--- src/design/brac_pkg.sv ---
// ----------------------------------------------------------------------------
// brac_pkg
// Shared constants, types and modular arithmetic helpers for the bounded run
// binary array counter.
// ----------------------------------------------------------------------------
package brac_pkg;

  // Results are reduced modulo this prime.
  localparam logic [29:0] PRIME = 30'd1000000007;

  // Residue width.
  localparam int RW = 30;

  // Per-state strobes and flags passed from the sequencer to the datapath.
  typedef struct packed {
    logic cap_a;     // capture the row-above entries from both memories
    logic cap_b;     // capture the run-back entries and form the partial sums
    logic wr;        // write the current entry pair
    logic edge_cell; // current entry lies on a border: its zero or one count is zero
    logic edge0;     // border value for an array starting with a zero
    logic edge1;     // border value for an array starting with a one
    logic sub0;      // zero run may overflow the limit: subtract run-back term
    logic sub1;      // one run may overflow the limit: subtract run-back term
  } ctl_t;

  // (a + b) mod PRIME for residues a and b.
  function automatic logic [RW-1:0] mod_add(input logic [RW-1:0] a,
                                            input logic [RW-1:0] b);
    logic [RW:0] sum;
    sum = {1'b0, a} + {1'b0, b};
    if (sum >= {1'b0, PRIME}) begin
      sum = sum - {1'b0, PRIME};
    end
    return sum[RW-1:0];
  endfunction

  // (a - b) mod PRIME for residues a and b.
  function automatic logic [RW-1:0] mod_sub(input logic [RW-1:0] a,
                                            input logic [RW-1:0] b);
    logic [RW:0] diff;
    diff = {1'b0, a} - {1'b0, b};
    if (a < b) begin
      diff = diff + {1'b0, PRIME};
    end
    return diff[RW-1:0];
  endfunction

endpackage

--- src/design/brac_ctrl.sv ---
// ----------------------------------------------------------------------------
// brac_ctrl
// Fill sequencer: walks the table row by row, issues the memory reads for each
// interior entry pair, drives the datapath and holds the result register.
// ----------------------------------------------------------------------------
module brac_ctrl #(
  parameter int MAX_COUNT = 255
) (
  input  logic                                clk,
  input  logic                                rst,
  input  logic                                s_tvalid,
  output logic                                s_tready,
  input  logic [23:0]                         s_tdata,
  output logic                                m_tvalid,
  input  logic                                m_tready,
  output logic [31:0]                         m_tdata,
  input  logic [brac_pkg::RW-1:0]             ans,
  output brac_pkg::ctl_t                      ctl,
  output logic [2*$clog2(MAX_COUNT+1)-1:0]    raddr0,
  output logic [2*$clog2(MAX_COUNT+1)-1:0]    raddr1,
  output logic [2*$clog2(MAX_COUNT+1)-1:0]    waddr
);

  localparam int CW   = $clog2(MAX_COUNT + 1);
  localparam int CMPW = (CW > 8) ? CW : 8;

  typedef enum logic [5:0] {
    S_IDLE = 6'b000001,
    S_RD_A = 6'b000010,
    S_RD_B = 6'b000100,
    S_SUM  = 6'b001000,
    S_WR   = 6'b010000,
    S_DONE = 6'b100000
  } state_t;

  state_t          state;
  state_t          state_next;
  logic [CW-1:0]   z;
  logic [CW-1:0]   o;
  logic [CW-1:0]   zc;
  logic [CW-1:0]   oc;
  logic [7:0]      lim;

  logic [CMPW-1:0] lim_w;
  logic            z_gt;
  logic            o_gt;
  logic [CMPW-1:0] zsub_w;
  logic [CMPW-1:0] osub_w;
  logic [CW-1:0]   z_m1;
  logic [CW-1:0]   o_m1;
  logic            last_col;
  logic            last_row;
  logic [CW-1:0]   z_adv;
  logic [CW-1:0]   o_adv;
  logic            edge_next;
  logic [CW-1:0]   zc_in;
  logic [CW-1:0]   oc_in;
  logic            out_free;

  // Index arithmetic against the run limit.
  always_comb begin
    lim_w    = CMPW'(lim);
    z_gt     = CMPW'(z) > lim_w;
    o_gt     = CMPW'(o) > lim_w;
    zsub_w   = CMPW'(z) - lim_w - CMPW'(1);
    osub_w   = CMPW'(o) - lim_w - CMPW'(1);
    z_m1     = z - CW'(1);
    o_m1     = o - CW'(1);
    last_col = (o == oc);
    last_row = (z == zc);
    if (last_col) begin
      z_adv = z + CW'(1);
      o_adv = '0;
    end else begin
      z_adv = z;
      o_adv = o + CW'(1);
    end
    edge_next = (z_adv == '0) || (o_adv == '0);
  end

  // Counts above the table bound saturate to it.
  always_comb begin
    if (CMPW'(s_tdata[7:0]) > CMPW'(MAX_COUNT)) begin
      zc_in = CW'(MAX_COUNT);
    end else begin
      zc_in = CW'(s_tdata[7:0]);
    end
    if (CMPW'(s_tdata[15:8]) > CMPW'(MAX_COUNT)) begin
      oc_in = CW'(MAX_COUNT);
    end else begin
      oc_in = CW'(s_tdata[15:8]);
    end
  end

  assign s_tready = (state == S_IDLE);
  assign out_free = !m_tvalid || m_tready;

  // Datapath strobes and border values.
  always_comb begin
    ctl.cap_a     = (state == S_RD_B);
    ctl.cap_b     = (state == S_SUM);
    ctl.wr        = (state == S_WR);
    ctl.edge_cell = (z == '0) || (o == '0);
    ctl.edge0     = (z != '0) && !z_gt;
    ctl.edge1     = (z == '0) && !o_gt;
    ctl.sub0      = z_gt;
    ctl.sub1      = o_gt;
  end

  // Row above first, then the entries one run back.
  always_comb begin
    if (state == S_RD_A) begin
      raddr0 = {z_m1, o};
      raddr1 = {z_m1, o};
    end else begin
      raddr0 = {z, osub_w[CW-1:0]};
      raddr1 = {zsub_w[CW-1:0], o};
    end
    waddr = {z, o};
  end

  // Next state.
  always_comb begin
    state_next = state;
    case (state)
      S_IDLE: begin
        if (s_tvalid) begin
          state_next = S_WR;
        end
      end
      S_RD_A: state_next = S_RD_B;
      S_RD_B: state_next = S_SUM;
      S_SUM:  state_next = S_WR;
      S_WR: begin
        if (last_col && last_row) begin
          state_next = S_DONE;
        end else if (edge_next) begin
          state_next = S_WR;
        end else begin
          state_next = S_RD_A;
        end
      end
      S_DONE: begin
        if (out_free) begin
          state_next = S_IDLE;
        end
      end
      default: state_next = S_IDLE;
    endcase
  end

  // State and the fill cursor.
  always_ff @(posedge clk) begin
    if (rst) begin
      state <= S_IDLE;
      z     <= '0;
      o     <= '0;
    end else begin
      state <= state_next;
      if (state == S_IDLE && s_tvalid) begin
        z <= '0;
        o <= '0;
      end else if (state == S_WR && !(last_col && last_row)) begin
        z <= z_adv;
        o <= o_adv;
      end
    end
  end

  // Query registers.
  always_ff @(posedge clk) begin
    if (state == S_IDLE && s_tvalid) begin
      zc  <= zc_in;
      oc  <= oc_in;
      lim <= s_tdata[23:16];
    end
  end

  // Result register: loaded from the last pair, held while the receiver stalls.
  always_ff @(posedge clk) begin
    if (rst) begin
      m_tvalid <= 1'b0;
    end else if (state == S_DONE && out_free) begin
      m_tvalid <= 1'b1;
    end else if (m_tready) begin
      m_tvalid <= 1'b0;
    end
  end

  always_ff @(posedge clk) begin
    if (state == S_DONE && out_free) begin
      m_tdata <= {2'b00, ans};
    end
  end

endmodule

--- config.mk ---
export PLATFORM = sky130hd
export DESIGN_NAME = brac_ctrl
export DESIGN_NICKNAME = d
export VERILOG_FILES = /design/src/design/brac_pkg.sv /design/src/design/brac_ctrl.sv
export SDC_FILE = /design/constraint.sdc
export NUM_CORES = 1
export LEC_CHECK = 0
export ABC_AREA = 1
export BUFFER_PORTS_ARGS = -buffer_cell sky130_fd_sc_hd__buf_2
export CORE_MARGIN = 5
export CORE_UTILIZATION = 35
export CTS_CLUSTER_SIZE = 10
export DETAILED_ROUTE_END_ITERATION = 10
export PLACE_DENSITY = 0.65
export SYNTH_ARGS = -nofsm -noshare
export SYNTH_HDL_FRONTEND = slang
export SYNTH_SLANG_ARGS = --single-unit
--- constraint.sdc ---
create_clock -name clk -period 3.3 [get_ports clk]
set_clock_uncertainty 0.1 [all_clocks]
set_input_delay 0.33 -clock clk [delete_from_list [all_inputs] [get_ports clk]]
set_output_delay 0.33 -clock clk [all_outputs]
set_load 0.05 [all_outputs]
* Word-level counts from Yosys, hierarchy flattened
Index checks and enable logic that the tools add are counted.
** Storage, ports and cells
- Register bits :: 77
- Input port bits :: 58
- Output and inout bits :: 90
- Logic and storage cells :: 61
** Cells by class
- $add $sub $neg :: 7
- $lt $le $gt $ge :: 4
- Equal/unequal tests :: 10
- Mux-type cells :: 11
- Reduce and logical (&&, ||, !) cells :: 21
** Operator list (number)
- case mux 6 bit (6 select lines) :: 1
- zero test 8 bit :: 4
- two-way mux 16 bit :: 2
- subtractor 8 x 1 -> 8 bit, second input constant :: 3
- two-way mux 6 bit :: 3
- adder 8 x 1 -> 8 bit, second input constant :: 2
- equality test 8 bit :: 2
- greater-than comparator 8 bit :: 2
- greater-than comparator 8 bit, second input constant :: 2
- two-way mux 8 bit :: 2
- subtractor 8 bit :: 2
- nonzero test 8 bit :: 1
- equality test 6 x 1 -> 1 bit, second input constant :: 1
- equality test 6 x 2 -> 1 bit, second input constant :: 1
- equality test 6 x 3 -> 1 bit, second input constant :: 1
- equality test 6 x 4 -> 1 bit, second input constant :: 1
- equality test 6 x 5 -> 1 bit, second input constant :: 1
- equality test 6 bit, second input constant :: 1
- logical AND 1 bit :: 6
- two-way mux 5 bit :: 1
- zero test 1 bit :: 4
- != test 2 bit, second input constant :: 2
- logical OR 1 bit :: 3
- two-way mux 1 bit :: 2
- 3 further kinds :: 3

* Logic depth before layout (Yosys ltp)
- Depth after elaboration :: 7
- Depth in mapped cells :: 16
- Depth with buffers taken out :: 15

* Least setup slack after synthesis
OpenSTA, ideal clock, no wires.
- Path kind :: flip-flop to output port
- Start :: register o[1]
- End :: output raddr0[7]
- Arrival time :: 2788 ps
- Data required time :: 2870 ps
- Path slack :: 82 ps
- Cell stages (with the launch flop) :: 8
- Path buffers :: 0
- Path through :: dfxtp_1 > ha_1 > nand2_1 > nand2_1 > a21oi_1 > o221ai_1 > xor2_1 > o21ai_0
** On the way
- Longest elaborated chain between the ends :: 3
** RTL lines
- start, declared :: RTL line brac_ctrl.sv:39 : logic [CW-1:0] o;
- start signal, assigned :: RTL line brac_ctrl.sv:165 : o <= o_adv;
- subtractor 8 bit :: RTL line brac_ctrl.sv:66 : osub_w = CMPW'(o) - lim_w - CMPW'(1);
- subtractor 8 x 1 -> 8 bit :: RTL line brac_ctrl.sv:66
- two-way mux 16 bit :: RTL line brac_ctrl.sv:112 : if (state == S_RD_A) begin
- end, declared :: RTL line brac_ctrl.sv:19 : output logic [2*$clog2(MAX_COUNT+1)-1:0] raddr0,
No other way between the ends.

* Final worst setup path
- Start :: register z[2]
- End :: output raddr1[13]
** On the way
- Longest elaborated chain between the ends :: 3
- Elaborated cells between the ends (all ways) :: 4
- Classes of those cells :: add/sub (3); mux (1)
** RTL lines
- start, declared :: RTL line brac_ctrl.sv:38 : logic [CW-1:0] z;
- start signal, assigned :: RTL line brac_ctrl.sv:164 : z <= z_adv;
- subtractor 8 bit :: RTL line brac_ctrl.sv:65 : zsub_w = CMPW'(z) - lim_w - CMPW'(1);
- subtractor 8 x 1 -> 8 bit :: RTL line brac_ctrl.sv:65
- two-way mux 16 bit * :: RTL line brac_ctrl.sv:112
- end, declared :: RTL line brac_ctrl.sv:20 : output logic [2*$clog2(MAX_COUNT+1)-1:0] raddr1,
Every way passes the cells marked *; elsewhere a longest branch is shown, timed or not.

==> flow_summary.json <==
{
  "setup_viol": 0,
  "clock_path_buffers": 2,
  "power_frac_seq_pct": 36.2,
  "finalSetupTns_ns": 0,
  "coreArea_um2": 12700,
  "grt_max_degree": 31,
  "io_pins": 148,
  "insertion_delay_ns": 0.33,
  "multi_input_area_um2": 1990,
  "final_cells": 863,
  "area_delta_synth_final_pct": 24.6,
  "ys_ff_latch": 77,
  "wire_per_inst_um": 14.7,
  "drive_above_1_share_pct": 27.1,
  "fillers": 1286,
  "grt_pass1_vias": 4026,
  "r2r_setup_slack_ns": 0.87,
  "dpl.cell_count": 847,
  "start_kind": "register",
  "critPathArrivalTime_ns": 2.49,
  "min_from": "ans[22]",
  "max_cap_viol_count": 0,
  "finalWirelength_um": 12700,
  "wl_met3_um": 1230,
  "p_leak_nw": 2.74,
  "syn_inst": 550,
  "internal_power_mw": 1.99,
  "cts_setup_buffers": 0,
  "ys_warn_count": 0,
  "regToRegStartpoint": "o[1]$_SDFFE_PP0P_",
  "synthArstFlopShare_pct": 0,
  "cts_resized": 0,
  "hold_end": "m_tdata[22]$_DFFE_PP_",
  "post-dp-hpwl_um": 10200,
  "yosysTopAreaCell": "edfxtp_1",
  "gr-usage-all-layers_pct": 16.5,
  "drv_slew": 0,
  "p_per_area_nw_per_um2": 575,
  "numPortBuffers": 145,
  "route.detailed.drc": 0,
  "clockRootBuffer": "clkbuf_16",
  "rr_worst_depth": 11,
  "netlist.area_leader.share_pct": 35.7,
  "yosysSeqAreaShare_pct": 45.9,
  "ys.flop_type": "edfxtp_1",
  "syn_area_per_cell_um2": 8.25,
  "cts_inserted_buffers": 9,
  "post_drt_via_cell_ratio": 4.80,
  "hold_viol": 0,
  "antenna_found_initial": 1,
  "gp_congestion": 0.847,
  "drtAntennaViolNets": 0,
  "r2r-end": "z[0]$_SDFFE_PP0P_",
  "grt-ovfl-total": 0,
  "cts_tree": "built",
  "period_share_pct": 88.5,
  "placementRows": 41,
  "start_util_pct": 35.8,
  "clkTransAtPathRegs_ns": 0.06,
  "wl_met2_um": 5800,
  "cp-end-kind": "output pin",
  "clkSinkCount": 77,
  "hold_depth": 1,
  "ir_drop_mv": 0.345,
  "fmax_ghz": 0.342,
  "status": "completed",
  "drt_iter0_drc": 267,
  "nets": 769,
  "cp-startpoint": "z[2]$_SDFFE_PP0P_",
  "rsz0062_at_grt": "no",
  "synth_cell_types": 35,
  "wl_met1_um": 5510,
  "worst_pin_slew_ns": 0.887,
  "sw_frac_of_total_pct": 38.6,
  "p_sw_mw": 1.26,
  "cts.htree.levels": 3,
  "synth.most_common_cell": "nand2_1",
  "first_pass_iters": 5,
  "crit_required_ns": 2.87,
  "syn_area_um2": 4540,
  "num_vias": 4140,
  "combPwrFrac_pct": 33.0,
  "slew_headroom_pct": 40.7,
  "worst-setup-path-type": "register to output pin",
  "chipWidth_um": 124,
  "antenna_cells": 0,
  "synth_common_cells": "nand2_1, inv_1, edfxtp_1",
  "grt_pass1_wl_um": 19600,
  "cp_max_fo": 11,
  "ff_latch_area_um2": 2080,
  "synth_edf_count": 54,
  "routed.top_layer": "met5",
  "dieArea_um2": 15300,
  "cts_hold_buffers": 0,
  "pwr-share-clk_pct": 30.8,
  "fp.dieH_um": 124,
  "hold_class": "input port to register",
  "period_needed_ns": 2.92,
  "synth_area_leaders": "edfxtp_1, nand2_1, dfxtp_1"
}
[metrics by stage]
stage | cell area (um^2) | utilization (%) | hold slack, ns | setup slack (ns) | total power, mW
floorplan | 4540 | - | 0.329 | 0.0816 | 2.00
CTS | 5650 | 44.6 | 0.0569 | 0.411 | 3.28
finish | 5650 | 44.6 | 0.0679 | 0.378 | 3.25
detailed placement | 5350 | 42.2 | 0.408 | 0.774 | 2.27
global route | 5650 | 44.6 | 0.0519 | 0.136 | 3.42
global placement | 5350 | 42.2 | 0.406 | 0.733 | 2.26
[placed cells by master (no fill, tap or decap), types with 12 or more instances in the layout]
| cell type | netlist | final |
|---|---|---|
| ha_1 | 23 | 23 |
| buf_2 | 3 | 145 |
| xnor2_1 | 12 | 12 |
| nand2_1 | 135 | 135 |
| a21oi_1 | 35 | 35 |
| inv_1 | 67 | 67 |
| edfxtp_1 | 54 | 54 |
| dfxtp_1 | 23 | 23 |
| o21ai_0 | 41 | 41 |
| nand3_1 | 27 | 27 |
| nor2_1 | 45 | 43 |
[logic make-up (layout without fill, tap and decap cells)]
logic type / Yosys count / in the layout / share of synthesized area, %
simple gates: 232 / 232 / 21.3
other cells: 1 / 2 / 0.0827
flops: 77 / 77 / 45.9
fa+ha+maj: 25 / 25 / 7.23
compound gates: 89 / 89 / 10.7
xor+xnor: 23 / 23 / 4.44
buf+inv: 103 / 243 / 10.3
[worst max-delay path by stage]
stage                 endpoint  depth (start not counted)
floorplan            raddr0[7]                          7
global placement        ctl[1]                          8
detailed placement  raddr1[13]                         12
CTS                 raddr1[13]                         12
global route        raddr1[13]                         12
finish              raddr1[13]                         12
[worst max-delay path, cell delays in order, from the launching register on]
cell,delay [ns]
dfxtp_1,0.57
ha_1,0.37
a21oi_1,0.17
and2_1,0.16
inv_1,0.05
nand2_1,0.05
inv_1,0.05
o21ai_0,0.13
nand2_1,0.08
a21oi_1,0.12
o21ai_0,0.09
nand2_1,0.06
buf_2,0.26
[cell type report]
| class | instances | share of cell area [%] |
|---|---|---|
| Sequential cell | 77 | 36.8 |
| Multi-Input combinational cell | 371 | 35.3 |
| Timing Repair Buffer | 151 | 13.6 |
| Inverter | 76 | 5.05 |
| Clock buffer | 9 | 3.98 |
| Tap cell | 172 | 3.81 |
| Clock inverter | 7 | 1.44 |
[power by group through the flow]
stage / Combinational [mW] / Sequential, mW / Clock (mW)
2_1_floorplan: 0.776 / 1.22 / 0
6_report: 1.07 / 1.18 / 1.00
5_1_grt: 1.16 / 1.18 / 1.08
4_1_cts: 1.08 / 1.17 / 1.03
3_5_place_dp: 1.07 / 1.20 / 0
3_3_place_gp: 1.07 / 1.19 / 0
[layer usage]
layer	GRT usage, %	vias up
met1	21.2	1878
met3	5.31	15
met5	0	-
met2	26.5	170
met4	5.12	2
li1	-	2075
[registers in the layout, summed over array words and instances, names as in the netlist]
name	count
m_tdata	30
lim	8
o	8
oc	8
z	8
zc	8
state	6
m_tvalid	1
(Power assumes the default switching activity.)
