[src/design/brac_pkg.sv]
// ----------------------------------------------------------------------------
// brac_pkg
// Shared constants, types and modular arithmetic helpers for the bounded run
// binary array counter.
// ----------------------------------------------------------------------------
package brac_pkg;

  // Results are reduced modulo this prime.
  localparam logic [29:0] PRIME = 30'd1000000007;

  // Residue width.
  localparam int RW = 30;

  // Per-state strobes and flags passed from the sequencer to the datapath.
  typedef struct packed {
    logic cap_a;     // capture the row-above entries from both memories
    logic cap_b;     // capture the run-back entries and form the partial sums
    logic wr;        // write the current entry pair
    logic edge_cell; // current entry lies on a border: its zero or one count is zero
    logic edge0;     // border value for an array starting with a zero
    logic edge1;     // border value for an array starting with a one
    logic sub0;      // zero run may overflow the limit: subtract run-back term
    logic sub1;      // one run may overflow the limit: subtract run-back term
  } ctl_t;

  // (a + b) mod PRIME for residues a and b.
  function automatic logic [RW-1:0] mod_add(input logic [RW-1:0] a,
                                            input logic [RW-1:0] b);
    logic [RW:0] sum;
    sum = {1'b0, a} + {1'b0, b};
    if (sum >= {1'b0, PRIME}) begin
      sum = sum - {1'b0, PRIME};
    end
    return sum[RW-1:0];
  endfunction

  // (a - b) mod PRIME for residues a and b.
  function automatic logic [RW-1:0] mod_sub(input logic [RW-1:0] a,
                                            input logic [RW-1:0] b);
    logic [RW:0] diff;
    diff = {1'b0, a} - {1'b0, b};
    if (a < b) begin
      diff = diff + {1'b0, PRIME};
    end
    return diff[RW-1:0];
  endfunction

endpackage

[src/design/brac_datapath.sv]
// ----------------------------------------------------------------------------
// brac_datapath
// Modular arithmetic for one entry pair: captures memory read data, forms the
// sums of the shorter entries, subtracts the run-back terms and keeps the
// last written pair for the next column and for the final answer.
// ----------------------------------------------------------------------------
module brac_datapath (
  input  logic                      clk,
  input  brac_pkg::ctl_t            ctl,
  input  logic [brac_pkg::RW-1:0]   rdata0,
  input  logic [brac_pkg::RW-1:0]   rdata1,
  output logic [brac_pkg::RW-1:0]   wdata0,
  output logic [brac_pkg::RW-1:0]   wdata1,
  output logic [brac_pkg::RW-1:0]   ans
);

  logic [brac_pkg::RW-1:0] ra0;
  logic [brac_pkg::RW-1:0] ra1;
  logic [brac_pkg::RW-1:0] rb0;
  logic [brac_pkg::RW-1:0] rb1;
  logic [brac_pkg::RW-1:0] s0;
  logic [brac_pkg::RW-1:0] s1;
  logic [brac_pkg::RW-1:0] prev0;
  logic [brac_pkg::RW-1:0] prev1;

  // Entries of the row above, both leading bits.
  always_ff @(posedge clk) begin
    if (ctl.cap_a) begin
      ra0 <= rdata0;
      ra1 <= rdata1;
    end
  end

  // Run-back terms, zeroed when the run cannot exceed the limit, and the sums
  // of the two shorter entries. The one-led sum uses the previous column.
  always_ff @(posedge clk) begin
    if (ctl.cap_b) begin
      rb0 <= ctl.sub1 ? rdata0 : '0;
      rb1 <= ctl.sub0 ? rdata1 : '0;
      s0  <= brac_pkg::mod_add(ra0, ra1);
      s1  <= brac_pkg::mod_add(prev0, prev1);
    end
  end

  // New entry pair: border values or the corrected sums.
  always_comb begin
    if (ctl.edge_cell) begin
      wdata0 = brac_pkg::RW'(ctl.edge0);
      wdata1 = brac_pkg::RW'(ctl.edge1);
    end else begin
      wdata0 = brac_pkg::mod_sub(s0, rb1);
      wdata1 = brac_pkg::mod_sub(s1, rb0);
    end
  end

  // The last written pair feeds the next column and the answer.
  always_ff @(posedge clk) begin
    if (ctl.wr) begin
      prev0 <= wdata0;
      prev1 <= wdata1;
    end
  end

  assign ans = brac_pkg::mod_add(prev0, prev1);

endmodule

[config.mk]
export PLATFORM = sky130hd
export DESIGN_NAME = brac_datapath
export DESIGN_NICKNAME = d
export VERILOG_FILES = /design/src/design/brac_pkg.sv /design/src/design/brac_datapath.sv
export SDC_FILE = /design/constraint.sdc
export NUM_CORES = 1
export LEC_CHECK = 0
export ABC_AREA = 1
export BUFFER_PORTS_ARGS = -buffer_cell sky130_fd_sc_hd__buf_2
export CORE_MARGIN = 8
export CORE_UTILIZATION = 30
export DETAILED_ROUTE_END_ITERATION = 10
export SYNTH_ARGS = -nofsm -noshare
export SYNTH_HDL_FRONTEND = slang
export SYNTH_SLANG_ARGS = --single-unit
[constraint.sdc]
create_clock -name clk -period 3.3 [get_ports clk]
set_clock_uncertainty 0.2 [all_clocks]
set_input_delay 0.495 -clock clk [delete_from_list [all_inputs] [get_ports clk]]
set_output_delay 0.495 -clock clk [all_outputs]
set_load 0.01 [all_outputs]
== Word-level counts from Yosys, hierarchy flattened ==
Index checks and enable logic that the tools add are counted.

* Output and inout bits: 90
* Input bits: 69
* Flip-flop bits (word level): 240
* Logic and storage cells: 26

* Muxes and demuxes: 6
* Magnitude comparators: 4
* $add $sub $neg: 8

{| class="wikitable"
|+ Operators by type and width
! operator !! count
|-
| $mux W30 || 6
|-
| $add A30 B30 Y31 || 2
|-
| $ge A31 B30 Y1 const B || 2
|-
| $add A30 B30 Y30 const B || 2
|-
| $lt A30 B30 Y1 || 2
|-
| $sub A30 B30 Y30 || 2
|-
| $sub A30 B30 Y30 const B || 2
|}

== Depth between registers and ports, before layout ==
Gate-level depths: netlist of the first run.

* Word-level depth: 4
* Mapped depth: 25

== Worst setup path before layout of the first run ==
OpenSTA, ideal clock, no wires.

* Path type: flip-flop to output port
* Start: register prev0[0] (netlist name)
* End: output port ans[12] (netlist name)
* Buffers on the path: 1
* Cell stages (with the launch flop): 22
* Arrival: 2.710 ns
* Path slack: -0.105 ns
* Required time: 2.605 ns
* Cell sequence: edfxtp_1 ha_1 inv_1 fa_1 inv_1 nand3_1 nand2_2 nand2_1 nand2_1 nand3_2 nor2_2 nand2_1 nand2_1 nand2_2 nand2_1 nand2_1 nand2_1 nand3_2 nand2_2 nand2_4 buf_6 o21ai_1

* Longest elaborated chain between the ends: 3

{| class="wikitable"
|+ Ends and longest elaborated chain
! element !! line !! RTL
|-
| start: declaration || brac_datapath.sv:23 || <nowiki>logic [brac_pkg::RW-1:0] prev0;</nowiki>
|-
| start signal: assignment || brac_datapath.sv:59 || <nowiki>prev0 <= wdata0;</nowiki>
|-
| $add A30 B30 Y31 * || brac_pkg.sv:30 || <nowiki>sum = {1'b0, a} + {1'b0, b};</nowiki>
|-
| $sub A30 B30 Y30 or $ge A31 B30 Y1 (tied branches) || brac_pkg.sv:32, brac_pkg.sv:31 ||
|-
| $mux W30 * || brac_pkg.sv:31 || <nowiki>if (sum >= {1'b0, PRIME}) begin</nowiki>
|-
| end: declaration || brac_datapath.sv:14 || <nowiki>output logic [brac_pkg::RW-1:0] ans</nowiki>
|}

Mark *: on every way between the ends. The rest lies on a longest branch, timed or not.

== Worst setup path after layout of the first run ==
* Start: register prev0[8] (netlist name)
* End: output port ans[20] (netlist name)

Same word-level chain as after synthesis.

==> impl_results.md, run 1 <==
- Crit-path max FO: 6
- CP Class: register to primary output
- Peak Freq: 226.2 MHz
- Violated checks: negative setup slack
- Count of input and output buffers: 158
- Number of enable flip-flop cells after synthesis: 240
- Cell count of the worst reg-to-reg path: 23
- Synth-to-layout area growth: 81.02%
- Largest stage delay, worst path: 470 ps
- Num CTS Buffers: 30
- Final WS setup: -1121 ps
- Detailed-route DRC error count: 0
- Starting Density: 30.07%
- Synthesis Warnings: 0
- Most numerous cell in the Yosys netlist: nand2_1
- GPL Wtd Cong: 1.022
- Synthesized cell area: 0.02224 sq mm
- Post-route clock period utilization: 134.0%
- DP HPWL: 73.45 mm
- Largest net degree at the start of global routing: 61
- Worst-Margin Slew: 804.8 ps
- Syn Inst Count: 3499
- Yosys cell types: 48
- Shortest period the worst path allows: 4421 ps
- Seq/Total Area, Yosys: 32.41%
- Max-cap violation count: 0
- Syn_area_per_cell: 6.355 sq um
- Htree depth: 1
- Fraction of registers with async set/reset: 0%
- CP endpoint: ans[20]
- Top cells by count, synth: nand2_1, inv_1, nor2_1
- Clock-pin transition on the worst setup and hold timing paths: 70 ps
- Setup-failing EPs final: 151
- CP Depth: 22
- Final net count: 4837
- Drt wl/cell: 18.09 um
- Total track usage: 22.10%
- Most frequent CP cell: nand2_2
- Die ar.: 0.08309 sq mm
- Final hold viol count: 0
- Crit path capture type: primary output
- Ys flop type: edfxtp_1
- CP arrival: 3730 ps
- Top cells by area, synth: edfxtp_1, nand2_1, inv_1
- Hold slack: 140.2 ps
- Max Slew Vio Count: 0
- First-pass GRT wire length: 144.2 mm
- Area leader, netlist: edfxtp_1
- Routed WL: 101.9 mm
- Via count: 27490
- Worst r2r src: prev0[8]
- Crit start category: register
- WP data required: 2600 ps
- Root buf cell: clkbuf_16
- Width of the die: 288.3 um
- Core box area: 0.07395 sq mm
- Vias per inst: 4.880
- RSZ-0062 raised after global routing: yes
- Critical-path cell list: ha_4 -> buf_4 -> nand2_4 -> nor2_1 -> and2_4 -> nand3_4 -> buf_4 -> nand4_1 -> nand2_2 -> nor2_4 -> nand2_2 -> nor2_2 -> nand2_2 -> nand3_4 -> nand2_4 -> nand2_8 -> buf_12 -> buf_12 -> nand2_2 -> nand2_1 -> nand2_2 -> buf_6
- Critical Path Slowest Stage Cell: edfxtp_1
- Crit. Startpoint: prev0[8]
- Worst Hold Depth: 4
- Synth Register Bits: 240
- Hold WC Path Type: primary input to register
- Diode count: 0
- Grt ovf: 0
- Initial antenna violation count: 1
- Slew HR: 46.34%
- WP buf/inv: 5
- Reg2reg setup slack: -340 ps
- TritonCTS clock tree: built
- CP top delay family: simple AND/OR/NAND/NOR gates
- Post-route ant nets: 0
- Fillers: 6473
- Die Ht: 288.3 um
- Reg2reg end: s1[24]
- Post-synth net total: 3696
- Initial drt markers: 1705
- Longest Clk Path Bufs: 3
- Ports: 159
- Share of the synthesized area in the top cell type: 32.41%
- TritonRoute pass-1 iters: 8
- Share of cells above drive strength 1: 50.77%
- Total negative setup slack: -86630 ps
- Clock sink count: 240
- Std cell rows: 100
- Vias in the first global route: 26640
- Outcome: complete, but fails checks
- Worst-skew pair later-pin latency: 610 ps
- Min-Delay Startpoint: ctl[2]
what timing repair did:
action	in CTS	in global routing
cloned	7	2
setup buffers	194	90
setup endpoints to repair	192	190
resized for setup	1123	709
pin swaps	347	348
hold endpoints to repair	82	0
hold buffers	60	0
per-layer routing:
metal,track usage [%],wire [um]
met4,11.51,7732
met2,39.93,50150
met1,25.92,39410
met3,1.856,4589
met5,0,0
worst min path at each step:
stage	slack, ps	endpoint
after floorplan	390	ra0[0]
after global placement	490	ra1[18]
after detailed placement	490	ra1[20]
after CTS	80	prev1[0]
after global routing	140	prev1[0]
final	140	prev1[0]
final cells by class:
class	count	area (sq um)	area share, %
clock buffers	32	758.2	1.884
clock inverters	24	290.3	0.7211
inverters	640	2449	6.083
multi-input cells	2588	18660	46.37
flip-flops and latches	240	7207	17.90
well taps	969	1212	3.012
repair buffers	1140	9673	24.03
through the flow:
stage | util (%) | cell area (sq um) | setup WS, ps | instances
finish | 54.44 | 40250 | -1121 | 5633
global route | 54.44 | 40250 | -1261 | 5633
CTS | 49.73 | 36770 | -1016 | 5563
detailed placement | 39.76 | 29400 | -616.9 | 5282
global placement | 39.76 | 29400 | -625.0 | 5282
floorplan | - | 22340 | 12.82 | 3499
worst reg2reg max path, delay by kind of cell (launching register included):
family	cells	cell delay [ps]
simple gates	16	1650
buf+inv	6	760
flops	1	470
fa+ha+maj	1	320
placed cells by master (no fill, tap or decap), types with 84 or more instances in the layout:
cell type,instances
buf_4,759
buf_6,217
edfxtp_1,240
inv_1,512
inv_2,112
nand2_1,936
nand2_2,322
nand2_4,162
nand3_1,141
nand3_2,94
nor2_1,117
nor2_2,84
nor2_4,115
sequential cells by signal (all words and copies together) (netlist names):
register  count
ra1          30
prev1        30
rb0          30
s0           30
s1           30
ra0          30
prev0        30
rb1          30
logic make-up after synthesis:
family / count (synthesis) / share of synthesized area [%]
AND/OR/NAND/NOR: 2159 / 40.58
buffers and inverters: 671 / 11.72
AO/OA/AOI/OAI: 265 / 6.465
flip-flops: 240 / 32.41
adder cells (fa/ha/maj): 128 / 7.337
XOR/XNOR: 36 / 1.485
Power of run 1 is not shown: default switching activity piles up to over one toggle a cycle in this logic, so the estimate is an artifact.
==> run 2: changes to the inputs <==
--- a/config.mk
+++ b/config.mk
@@ -5,7 +5,6 @@
 export SDC_FILE = /design/constraint.sdc
 export NUM_CORES = 1
 export LEC_CHECK = 0
-export ABC_AREA = 1
 export BUFFER_PORTS_ARGS = -buffer_cell sky130_fd_sc_hd__buf_2
 export CORE_MARGIN = 8
 export CORE_UTILIZATION = 30
==> run 2 against run 1 <==
Compared with the run above:
- the run still ends with negative setup slack left
- global-route usage fell by 3.8 points
- worst setup slack got worse by 820 ps
- count of clock-buffer cells in the layout fell by 1
- wire length fell by 30%
- synthesized area fell by 13%
- die area fell by 12%
- largest cell class unchanged
- hold slack got worse by 100 ps
- critical path depth fell by 5
- final cell count fell by 29%
- sequential share of layout area rose by 4.1 points
- first-iteration DRC count fell by 48%
- utilization fell by 3.5 points
==> impl_results.md, run 2 <==
- Critical Path Slowest Stage Cell: or4_4
- Syn_area_per_cell: 9.031 sq um (+42%)
- Adder-cell share of the synthesized area: 8.387% (+1.1 points)
- DP HPWL: 54.61 mm (-26%)
- Final net count: 3345 (-31%)
- Area leader, netlist: edfxtp_1
- Number of enable flip-flop cells after synthesis: 240 (unchanged)
- Count of input and output buffers: 158 (unchanged)
- CP Class: register to primary output
- Clock-pin transition on the worst setup and hold timing paths: 60 ps (about the same)
- GPL Wtd Cong: 0.9063 (-11%)
- Top cells by area, synth: edfxtp_1, ha_1, xnor2_1
- Slew HR: 45.31% (-1.0 points)
- Crit-path max FO: 4 (-2)
- Largest net degree at the start of global routing: 61 (unchanged)
- Mux contribution to synthesized area: 1.344% (+1.3 points)
- First-pass GRT wire length: 109.8 mm (-24%)
- Total track usage: 18.35% (-3.8 points)
- WP data required: 2600 ps (about the same)
- Final hold viol count: 0 (unchanged)
- Initial antenna violation count: 1 (unchanged)
- Crit path capture type: primary output
- Num CTS Buffers: 29 (-3.3%)
- Most numerous cell in the Yosys netlist: edfxtp_1
- Violated checks: negative setup slack
- Longest Clk Path Bufs: 3 (unchanged)
- Root buf cell: clkbuf_16
- Vias in the first global route: 21050 (-21%)
- Post-route cell area: 0.03270 sq mm (-19%)
- Setup-failing EPs final: 210 (+39%)
- Crit start category: register
- Starting Density: 30.28% (+0.21 points)
- Worst-Margin Slew: 820.3 ps (+15.49 ps)
- Via count: 20190 (-27%)
- Initial drt markers: 885 (-48%)
- Synthesized cell area: 0.01945 sq mm (-13%)
- Most common cell after layout, fill and taps aside: buf_4
- CP arrival: 4550 ps (+820 ps)
- Final Util: 50.91% (-3.5 points)
- Most frequent cells in the layout: buf_4, edfxtp_1, nand2_1
- Ys flop type: edfxtp_1
- TritonCTS clock tree: built
- Final WS setup: -1945 ps (-823.7 ps)
- Routed WL: 71.15 mm (-30%)
- Yosys cell types: 98 (+100%)
- Post-route clock period utilization: 158.9% (+25 points)
- Shortest period the worst path allows: 5245 ps (+823.7 ps)
- WP buf/inv: 4 (-1)
- Multi-input gate area in the final layout: 0.01453 sq mm (-22%)
- Die Ht: 270.6 um (-6.1%)
- Syn Inst Count: 2154 (-38%)
- Std cell rows: 93 (-7.0%)
- Synth Register Bits: 240 (unchanged)
- Max-cap violation count: 0 (unchanged)
- Fillers: 5847 (-9.7%)
- TritonRoute pass-1 iters: 5 (-3)
- Placed cells: 3797 (-28%)
- Drt wl/cell: 17.68 um (-2.3%)
- FF+latch area: 0.007207 sq mm (unchanged)
- Detailed-route DRC error count: 0 (unchanged)
- RSZ-0062 raised after global routing: yes
- Max Slew Vio Count: 0 (unchanged)
- Xor/xnor cell area share of the yosys netlist: 6.593% (+5.1 points)
- Synth-to-layout area growth: 68.10%
- Hold WC Path Type: primary input to register
- Total negative setup slack: -244730 ps (-158110 ps)
- Seq/Total Area, Yosys: 37.05% (+4.6 points)
- Fraction of registers with async set/reset: 0% (unchanged)
- Htree depth: 1 (unchanged)
- Width of the die: 270.6 um (-6.1%)
- Grt ovf: 0 (unchanged)
- Synth Area in Simple Gates: 21.10% (-19 points)
- Vias per inst: 5.017 (+2.8%)
- Fin cells: 4025 (-29%)
- Largest stage delay, worst path: 550 ps (+80 ps)
- Clock sink count: 240 (unchanged)
- Die ar.: 0.07325 sq mm (-12%)
- Core box area: 0.06423 sq mm (-13%)
- Post-route ant nets: 0 (unchanged)
- Worst-skew pair later-pin latency: 580 ps (-30 ps)
- Peak Freq: 190.7 MHz (-16%)
- Post-synth net total: 2351 (-36%)
- Largest family of logic cells by synthesized area: compound AO/OA/AOI/OAI gates
- Diode count: 0 (unchanged)
- Ports: 159 (unchanged)
- Synth Area in Compound Gates: 21.56% (+15 points)
- Outcome: complete, but fails checks
- Top cells by count, synth: edfxtp_1, nor2_1, nand2_1
- Share of the synthesized area in the top cell type: 37.05% (+4.6 points)
- CP top delay family: simple AND/OR/NAND/NOR gates
- Share of cells above drive strength 1: 47.13% (-3.6 points)
- Synthesis Warnings: 0 (unchanged)
- Placed cell area: 0.02758 sq mm (-6.2%)
- Critical-path cell list: ha_2 -> inv_2 -> fa_2 -> nor2b_4 -> o311ai_4 -> a21o_2 -> a21oi_4 -> nor3_2 -> or3_4 -> or4_4 -> o31a_1 -> o31ai_4 -> buf_4 -> a21oi_4 -> buf_6 -> mux2_4 -> buf_6
==> run 2: what timing repair did <==
action,CTS,global route
gates cloned,4,0
endpoints found under the setup margin,210,210
setup buffers,98,57
endpoints found under the hold margin,64,0
gates resized for setup,295,219
pin swaps,135,117
hold buffers,59,0
==> run 2: final cells by class <==
type / instances / share of cell area [%]
tap: 855 / 3.271
timing repair buffer: 1045 / 25.99
clock inverter: 22 / 0.7346
clock buffer: 31 / 2.242
multi-input combinational: 1721 / 44.45
inverter: 111 / 1.274
sequential: 240 / 22.04
==> run 2: kinds of logic (layout without fill, tap and decap cells) <==
group,after synthesis,count (layout)
and+or+nand+nor,820,820
AOI/OAI and AO/OA,604,604
DFF,240,240
buffers and inverters,193,1209
xor gates and xnor gates,144,144
adders and majority gates,128,128
muxes,25,25
==> run 2: per-layer routing <==
layer,up-vias,GRT usage (%),wire length [um]
met5,-,0,0
met4,0,6.199,2406
met3,126,2.108,2315
met2,346,33.76,35930
met1,9675,21.92,30500
li1,10050,-,-
==> run 2: worst reg2reg max path, delay by kind of cell (launching register included) <==
kind	cells	cell delay (ps)
flip-flops	1	340
AO/OA/AOI/OAI	5	1190
adder cells (fa/ha/maj)	2	550
AND/OR/NAND/NOR	6	1310
buffers and inverters	5	610
==> run 2: worst paths after layout <==
check	start	to	slack, ps	cells past startpoint
max	prev0[0]	ans[1]	-1950	17
min	rdata0[9]	ra0[9]	40	1
max reg2reg	prev0[0]	s1[5]	-1120	18
min reg2reg	ra1[0]	s0[0]	560	2
==> run 2: per-stage QoR <==
stage | hold WS, ps | setup slack (ps)
2_1_floorplan | 393.9 | -1059
6_report | 36.12 | -1945
4_1_cts | 0.06806 | -2014
3_5_place_dp | 486.1 | -1482
3_3_place_gp | 484.2 | -1497
5_1_grt | 4.235 | -2128
Power of run 2 is left out for the same reason.
==> run 3: changes to the inputs <==
--- a/config.mk
+++ b/config.mk
@@ -6,7 +6,7 @@
 export NUM_CORES = 1
 export LEC_CHECK = 0
 export BUFFER_PORTS_ARGS = -buffer_cell sky130_fd_sc_hd__buf_2
-export CORE_MARGIN = 8
+export CORE_MARGIN = 2
 export CORE_UTILIZATION = 30
 export DETAILED_ROUTE_END_ITERATION = 10
 export SYNTH_ARGS = -nofsm -noshare
==> constraint.sdc (replaced) <==
create_clock -name clk -period 3.3 [get_ports clk]
set_clock_uncertainty 0.2 [all_clocks]
set_input_delay 0.66 -clock clk [delete_from_list [all_inputs] [get_ports clk]]
set_output_delay 0.66 -clock clk [all_outputs]
set_load 0.01 [all_outputs]
==> run 3 against run 2 <==
Compared with the run above:
- final cell count shrank 1.9%
- register-to-register slack got worse by 100 ps
- count of clock-buffer cells in the layout up 4
- die area down 8.7%
- critical path depth shrank 1
- hold slack improved by 15 ps
- critical path type unchanged
- non-clock buffer count shrank 80
- final area decreased by 1.6%
- sequential share of layout area up 0.36 points
- global-route usage grew 1.6 points
- maximum frequency shrank 4.4%
- the flow still finishes with violations (negative setup slack)
- worst setup slack worse by 240 ps
==> impl_results.md, run 3 (same netlist as run 2, synthesis figures left out) <==
- Outcome: complete, but fails checks
- Violated checks: negative setup slack
- Largest net degree at the start of global routing: 61 (unchanged)
- Met2 WL post-DR: 35.61 mm (-0.89%)
- Via count: 20000 (-0.95%)
- WP data required: 2440 ps (-160 ps)
- Synth-to-layout area growth: 65.41%
- RSZ-0062 raised after global routing: yes
- Met3 wire len: 2.778 mm (+20%)
- Crit-path max FO: 12 (+8)
- Num CTS Buffers: 30 (+3.4%)
- Setup-failing EPs final: 210 (unchanged)
- Total track usage: 19.91% (+1.6 points)
- Count of input and output buffers: 158 (unchanged)
- Longest Clk Path Bufs: 3 (unchanged)
- Final hold viol count: 0 (unchanged)
- Fin cells: 3950 (-1.9%)
- Final WS setup: -2185 ps (-239.5 ps)
- Clock sink count: 240 (unchanged)
- Max-cap violation count: 0 (unchanged)
- CP arrival: 4620 ps (+70 ps)
- Dpl ws: -1677 ps (-195.5 ps)
- Most frequent cells in the layout: buf_4, edfxtp_1, nand2_1
- Post-route clock period utilization: 166.2% (+7.3 points)
- First-pass GRT wire length: 106.4 mm (-3.1%)
- Vias in the first global route: 20240 (-3.9%)
- Ports: 159 (unchanged)
- Crit path capture type: primary output
- Worst-skew pair later-pin latency: 600 ps (+20 ps)
- Starting Density: 30.28% (unchanged)
- CP Class: register to primary output
- FF+latch area: 0.007207 sq mm (unchanged)
- Share of cells above drive strength 1: 47.51% (+0.38 points)
- Drt wl/cell: 17.79 um (+0.65%)
- Most common cell after layout, fill and taps aside: buf_4
- Shortest period the worst path allows: 5485 ps (+239.5 ps)
- M1 WL: 29.36 mm (-3.7%)
- Worst-Margin Slew: 840.6 ps (+20.32 ps)
- TritonCTS clock tree: built
- Hold WC Path Type: primary input to register
- Max Slew Vio Count: 0 (unchanged)
- Htree depth: 1 (unchanged)
- Slew HR: 43.96% (-1.4 points)
- Crit start category: register
- Fillers: 5869 (+0.38%)
- Die Ht: 258.6 um (-4.4%)
- Routed WL: 70.28 mm (-1.2%)
- Vias per inst: 5.064 (+0.93%)
- Placed cells: 3785 (-0.32%)
- Grt ovf: 0 (unchanged)
- Clock-pin transition on the worst setup and hold timing paths: 70 ps (about the same)
- Final net count: 3267 (-2.3%)
- Critical Path Slowest Stage Cell: or4_4
- Multi-input gate area in the final layout: 0.01458 sq mm (+0.34%)
- Width of the die: 258.6 um (-4.4%)
- Post-route ant nets: 0 (unchanged)
- Peak Freq: 182.3 MHz (-4.4%)
- Root buf cell: clkbuf_16
- GPL Wtd Cong: 0.8856 (-2.3%)
- Largest stage delay, worst path: 580 ps (+30 ps)
- DP HPWL: 53.50 mm (-2.0%)
- Hold buffer count at CTS: 0 (-100%)
- TritonRoute pass-1 iters: 5 (unchanged)
- Std cell rows: 93 (unchanged)
- Core box area: 0.06423 sq mm (unchanged)
- Initial antenna violation count: 4 (+3)
- Top sig layer: met5
- Critical-path cell list: ha_2 -> inv_2 -> fa_2 -> nor2b_4 -> o311ai_4 -> a21o_2 -> a21oi_4 -> nor3_2 -> or3_1 -> or4_4 -> o31a_1 -> o31a_1 -> buf_12 -> buf_4 -> o311ai_4 -> buf_2
- Detailed-route DRC error count: 0 (unchanged)
- Die ar.: 0.06689 sq mm (-8.7%)
- Initial drt markers: 970 (+9.6%)
==> run 3: changes by cell type in the layout (fill, tap and decap cells not counted), moves of 6 or more <==
cell           change
dlygate4sd3_1     -59
buf_4             -24
xnor2_2            +8
xnor2_1            -7
clkbuf_16          +6
ha_4               -6
nor2_4             +6
==> run 3: repair_timing <==
item                       in CTS  in global routing
setup buffers                  72                 65
resized for setup             272                235
pin swaps                     144                142
setup endpoints to repair     210                210
gates cloned                    3                  5
==> run 3: area by class of cell <==
class,count,area share [%]
diodes,1,0.007777
well taps,855,3.325
clock buffers,35,2.458
clock inverters,21,0.9061
repair buffers,965,24.29
flip-flops and latches,240,22.40
multi-input cells,1722,45.32
inverters,111,1.295
==> run 3: worst paths after layout <==
kind,from,end,slack (ps),cells after the start
min reg2reg,prev1[0],s1[0],550,2
min,rdata0[25],ra0[25],50,1
max reg2reg,prev0[0],s1[7],-1220,18
max,prev0[0],ans[13],-2180,16
==> run 3: critical path, delay by kind of cell (launching register included) <==
kind                     cells  cell delay, ps
buffers and inverters        4             530
AND/OR/NAND/NOR              4            1210
adder cells (fa/ha/maj)      2             550
AO/OA/AOI/OAI                6            1400
flip-flops                   1             350
==> run 3: metrics by stage <==
step	hold WS, ps	area (sq um)	util [%]	setup TNS (ps)
after floorplan	497.9	20710	-	-122920
after global placement	547.9	27520	42.84	-218590
after detailed placement	560.8	27520	42.84	-226500
after CTS	20.46	30560	47.58	-269300
after global routing	37.57	32180	50.09	-300500
final	50.89	32180	50.09	-271500
==> run 3: routing by layer <==
metal  vias up  track usage (%)
li1       9883                -
met1      9562            24.48
met4         6            6.005
met3       134            2.210
met2       417            36.36
met5         -                0
Power of run 3 is left out for the same reason.
